**src/hw/rtl/mbts_pkg.sv**
```systemverilog
// Package: shared constants and codes for the mipmap build and trilinear sample unit.
`default_nettype none
package mbts_pkg;

   // default pyramid size limit (log2 of the largest base dimension)
   localparam int MAX_LOG2_SIZE_DEF = 8;

   // fixed field widths
   localparam int TEXEL_BITS      = 16;
   localparam int COORD_BITS      = 20;
   localparam int COORD_FRAC_BITS = 16;
   localparam int WIDTH_BITS      = 24;
   localparam int LOD_FRAC_BITS   = 8;
   localparam int LG_BITS         = 4;

   // item kinds
   localparam logic [1:0] KIND_WRITE  = 2'd0;
   localparam logic [1:0] KIND_BUILD  = 2'd1;
   localparam logic [1:0] KIND_LOOKUP = 2'd2;

   // result kinds
   localparam logic RES_SAMPLE = 1'b0;
   localparam logic RES_BUILD  = 1'b1;

   // wrap modes
   localparam logic [1:0] WRAP_REPEAT = 2'd0;
   localparam logic [1:0] WRAP_CLAMP  = 2'd1;
   localparam logic [1:0] WRAP_BLACK  = 2'd2;

   // register indexes
   localparam logic [1:0] CSR_WRAP_MODE = 2'd0;
   localparam logic [1:0] CSR_LOG2_W    = 2'd1;
   localparam logic [1:0] CSR_LOG2_H    = 2'd2;

endpackage
`default_nettype wire

```
**src/hw/rtl/mbts_fetch.sv**
```systemverilog
// Texel address unit: applies the wrap rule and forms the store address of one texel.
`default_nettype none
module mbts_fetch #(
   parameter int MAX_LOG2_SIZE = mbts_pkg::MAX_LOG2_SIZE_DEF,
   localparam int AW = 2 * MAX_LOG2_SIZE + 1,
   localparam int SW = MAX_LOG2_SIZE + 6
) (
   input  wire logic [AW-1:0]                  base,
   input  wire logic [mbts_pkg::LG_BITS-1:0]   lgw,
   input  wire logic [mbts_pkg::LG_BITS-1:0]   lgh,
   input  wire logic signed [SW-1:0]           s,
   input  wire logic signed [SW-1:0]           t,
   input  wire logic [1:0]                     wrap,
   output logic [AW-1:0]                       addr,
   output logic                                zero
);
   localparam int M = MAX_LOG2_SIZE;

   logic [SW-1:0] one_s;
   logic [SW-1:0] mask_w;
   logic [SW-1:0] mask_h;
   logic          s_lo, s_hi, t_lo, t_hi;
   logic [SW-1:0] s_w;
   logic [SW-1:0] t_w;

   assign one_s  = SW'(1);
   assign mask_w = (one_s << lgw) - one_s;
   assign mask_h = (one_s << lgh) - one_s;
   assign s_lo   = s[SW-1];
   assign t_lo   = t[SW-1];
   assign s_hi   = !s[SW-1] && (SW'(s) > mask_w);
   assign t_hi   = !t[SW-1] && (SW'(t) > mask_h);

   // wrap rule; code three behaves as clamp
   always_comb begin
      zero = 1'b0;
      unique case (wrap)
         mbts_pkg::WRAP_REPEAT: begin
            s_w = SW'(s) & mask_w;
            t_w = SW'(t) & mask_h;
         end
         mbts_pkg::WRAP_BLACK: begin
            s_w  = SW'(s);
            t_w  = SW'(t);
            zero = s_lo || s_hi || t_lo || t_hi;
         end
         default: begin
            s_w = s_lo ? '0 : (s_hi ? mask_w : SW'(s));
            t_w = t_lo ? '0 : (t_hi ? mask_h : SW'(t));
         end
      endcase
   end

   // row-major within the level
   assign addr = base + (AW'(t_w[M-1:0]) << lgw) + AW'(s_w[M-1:0]);

endmodule
`default_nettype wire

```
**config.mk**
```make
export PLATFORM = sky130hd
export DESIGN_NAME = mbts_fetch
export DESIGN_NICKNAME = d
export VERILOG_FILES = /design/src/hw/rtl/mbts_pkg.sv /design/src/hw/rtl/mbts_fetch.sv
export SDC_FILE = /design/constraint.sdc
export NUM_CORES = 1
export LEC_CHECK = 0
export BUFFER_PORTS_ARGS = -buffer_cell sky130_fd_sc_hd__buf_4
export CORE_UTILIZATION = 53
export DETAILED_ROUTE_END_ITERATION = 10
export PLACE_DENSITY = 0.9
export SYNTH_ARGS = -nofsm -noshare
export SYNTH_HDL_FRONTEND = slang
export SYNTH_SLANG_ARGS = --single-unit
```
**constraint.sdc**
```tcl
create_clock -name vclk -period 6.6
set_clock_uncertainty 0.05 [all_clocks]
set_input_delay 0.33 -clock vclk [all_inputs]
set_output_delay 0.33 -clock vclk [all_outputs]
set_load 0.005 [all_outputs]
```
==> Yosys cells after proc, flatten, opt, wreduce, memory -nomap -nowiden <==
Cells that the tools add are included.
{ "totals": {"ff_bits": 0, "in_bits": 55, "output_inout_bits": 18} }
{ "classes": {"n_addsub": 4, "n_lt_le_gt_ge": 2, "n_eq_ne": 1, "shift": 3, "mux": 7, "bitwise_logic": 2, "n_reduce_logical": 8} }
{ "op_table": {"columns": ["operator", "count"], "rows": [
  ["2-to-1 mux 8 bit", 4],
  ["one-hot mux 8 bit (2 select lines)", 2],
  ["> comparator 14 bit", 2],
  ["<< shifter 1 x 4 -> 14 bit (first input constant)", 2],
  ["subtractor 14 x 1 -> 14 bit (second input constant)", 2],
  ["adder 17 bit", 1],
  ["adder 17 x 8 -> 17 bit", 1],
  ["<< shifter 8 x 4 -> 17 bit", 1],
  ["AND 8 bit", 2],
  ["logical OR 1 bit", 3],
  ["equality test 2 bit (second input constant)", 1],
  ["logical AND 1 bit", 2],
  ["zero test 1 bit", 2],
  ["zero test 2 bit", 1],
  ["2-to-1 mux 1 bit", 1]
]} }

==> Logic depth before layout (Yosys ltp) <==
{ "depth": {"ltp_word": 10, "mapped_depth": 36} }

==> Least setup slack after synthesis <==
Ideal clock, no wire load.
{ "synth_path": {"kind": "input -> output", "startpoint": "input lgh[1] (netlist bit)", "endpoint": "output addr[15]", "arrival_time_ns": 6.334, "slack_ns": -0.114, "path_stages": 30, "cell_sequence": "or2_2 or3_1 ha_1 clkbuf_1 or3_1 a21oi_1 nand2b_1 ha_1 nand4b_1 o221ai_1 o31ai_2 a21oi_1 mux2i_1 o22a_1 a211o_1 or2_2 fa_1 inv_1 ha_1 inv_1 fa_1 nor2b_1 o21ai_0 a21boi_0 o21ai_0 a21boi_0 o21ai_0 a21oi_1 o21a_1 o311ai_0"} }
{ "synth_via": {"elab_chain_cells": 10} }
{ "synth_rtl": {"columns": ["item", "line", "rtl"], "rows": [
  ["start: declaration", "mbts_fetch.sv:10", "input wire logic [mbts_pkg::LG_BITS-1:0] lgh,"],
  ["<< shifter 1 x 4 -> 14 bit (*)", "mbts_fetch.sv:28", "assign mask_h = (one_s << lgh) - one_s;"],
  ["subtractor 14 x 1 -> 14 bit (*)", "mbts_fetch.sv:28", null],
  ["> comparator 14 bit", "mbts_fetch.sv:32", "assign t_hi = !t[SW-1] && (SW'(t) > mask_h);"],
  ["logical AND 1 bit", "mbts_fetch.sv:32", null],
  ["2-to-1 mux 8 bit (2 in series)", "mbts_fetch.sv:49", "t_w = t_lo ? '0 : (t_hi ? mask_h : SW'(t));"],
  ["one-hot mux 8 bit (2 select lines) (*)", "mbts_fetch.sv:37", "unique case (wrap)"],
  ["<< shifter 8 x 4 -> 17 bit (*)", "mbts_fetch.sv:55", "assign addr = base + (AW'(t_w[M-1:0]) << lgw) + AW'(s_w[M-1:0]);"],
  ["adder 17 bit (*)", "mbts_fetch.sv:55", null],
  ["adder 17 x 8 -> 17 bit (*)", "mbts_fetch.sv:55", null],
  ["end: declaration", "mbts_fetch.sv:14", "output logic [AW-1:0] addr,"]
]} }
Mark *: on every way between the ends. The rest lies on a longest branch, timed or not.

==> Worst setup path in the final report <==
{ "layout_path": {"startpoint": "input lgh[1] (netlist bit)", "endpoint": "output addr[13]"} }
Same word-level chain as after synthesis.

==> reports/results.tsv <==
metric	value	unit
grt_pass1_wl	18600	um
wirelength	14000	um
placed_cells	640	
antenna_cells	0	
fillCellCount	294	
slowest_stage	fa_1	
p_total	625	uW
antenna_found_initial	0	
dieArea	0.00649	mm^2
path_max_fanout	4	
criticalPathCategory	in2out	
ir_drop	164	uV
period_share	104	%
die_w	80.6	um
routedWlPerCell	21.3	um
worstPathArrival	6.45	ns
max-slew-margin-rel	51.2	%
synth_warnings	0	
io_buffer_count	73	
grt.overflow.total	0	
nFlopsAndLatches	0	
hold_class	in2out	
fmax	0.146	GHz
seq_area_frac_synth	0	%
p_leak	0.00251	uW
drt.antenna.violating_nets	0	
slowest_delay	0.50	ns
viasPerCell	6.73	
final_common_cell	buf_4	
seqCellArea	0	um^2
crit_top_cell	o21ai_2	
postSynthAreaPerCell	7.33	um^2
drive_above_1_share	39.4	%
violations	setup timing	
finalHoldViolCount	0	
syn-num-nets	579	
drcViolationCount	0	
grt_setup_unrepaired	yes	
maxCapViolCount	0	
track_usage	36.1	%
cts_hold_buf	0	
vias	4436	
start_kind	primary input	
worstSetupEndpointType	primary output	
drtIter0Drc	569	
rows	28	
worst_pin_slew	0.723	ns
area_delta_synth_final	50.0	%
core_area	0.00592	mm^2
layoutNonFillerInstCount	659	
tns	-0.881	ns
p_per_area	127	mW/mm^2
ioPinCount	73	
fin_nets	719	
dp_hpwl	8280	um
worst_slack	-0.234	ns
synth_area	0.00327	mm^2
grt_pass1_vias	4124	
die_height	80.6	um
status	complete, but fails checks	
final_cell_mix	buf_4, ha_1, inv_1	
ys_types	60	
clkbuf_count	0	
grt_max_degree	24	
drv_slew	0	
postSynthCellCount	446	
drtPass1Iterations	6	
start_util	55.2	%
setup_violations	6	
gp_congestion	0.894	
required	6.22	ns
min_period	6.83	ns
==> metrics by stage <==
stage	hold WS [ns]	worst slack [ns]	utilization [%]	instance area [um^2]
6_report	0.955	-0.234	82.8	4900
5_1_grt	0.990	-0.518	82.8	4900
4_1_cts	0.958	0.00452	77.8	4610
3_5_place_dp	0.954	-0.544	73.0	4320
3_3_place_gp	0.952	-0.247	73.0	4320
2_1_floorplan	0.768	0.0324	-	3280
==> path summary, 6_finish.rpt <==
kind                  slack (ns)  endpoint  startpoint  depth (start not counted)
worst max-delay path       -0.23  addr[13]      lgh[1]                         33
worst min-delay path        0.96   addr[0]     base[0]                          3
==> routing by layer <==
layer | global-route usage (%) | routed length [um] | share of wire [%] | up-vias
li1 | - | - | - | 1878
met2 | 65.3 | 6500 | 46 | 410
met1 | 41.8 | 4870 | 35 | 2010
met5 | 0 | 0 | 0 | -
met4 | 16.1 | 1050 | 7.5 | 0
met3 | 4.55 | 1620 | 12 | 138
==> cells in the mapped netlist, types with 3 or more instances <==
master     count  area (um^2)
a221oi_1       3         26.3
o22a_1        12          105
xnor2_1        8         70.1
mux2_2         3         33.8
a41oi_1        3         26.3
fa_1           9          180
a21oi_1       20          100
o21ai_0       31          155
nor4_1         3         18.8
xor2_1         4         35.0
nand2_1       39          146
nand2b_1       5         31.3
inv_1         55          206
o2bb2ai_1      3         26.3
or3_1          4         25.0
nor3_1         9         45.0
buf_2          5         25.0
a211oi_1       5         37.5
nor2b_1        6         37.5
a32oi_1        3         26.3
ha_1          69          863
nand3_1       12         60.1
a211o_1        3         26.3
and3_1         5         31.3
o21bai_1       5         37.5
a21o_1        10         75.1
clkbuf_1      11         41.3
mux2i_1       30          300
nor2_1        29          109
==> power by group <==
group / leakage, uW / switching, uW / total, uW / internal [uW]
clock: 0 / 0 / 0 / 0
combinational: 0.00251 / 309 / 625 / 317
sequential: 0 / 0 / 0 / 0
total: 0.00251 / 309 / 625 / 317
==> cells by family (layout without fill, tap and decap cells) <==
group	Yosys count	after routing	synth area share, %
compound gates	123	123	26.6
simple gates	121	121	17.8
fa+ha+maj	78	78	31.9
buf+inv	78	216	9.60
mux	33	33	10.2
xor+xnor	13	13	3.90
==> repair_timing <==
item	CTS	global route
setup buffers	10	12
pin swaps	29	35
hold endpoints to repair	0	0
setup endpoints to repair	7	11
resized for setup	49	45
==> cell type report <==
| class | count | area [um^2] | share of cell area (%) |
|---|---|---|---|
| Inverter | 57 | 214 | 4.36 |
| Multi-Input combinational cell | 368 | 3380 | 68.9 |
| Tap cell | 75 | 93.8 | 1.91 |
| Timing Repair Buffer | 159 | 1220 | 24.8 |
==> critical path, delay by kind of cell <==
family / cells / cell delay, ns
buf+inv: 7 / 0.84
compound gates: 13 / 2.19
mux: 1 / 0.12
simple gates: 6 / 1.42
xor+xnor: 1 / 0.16
fa+ha+maj: 5 / 1.40
Power figures use the tool's default switching activity.
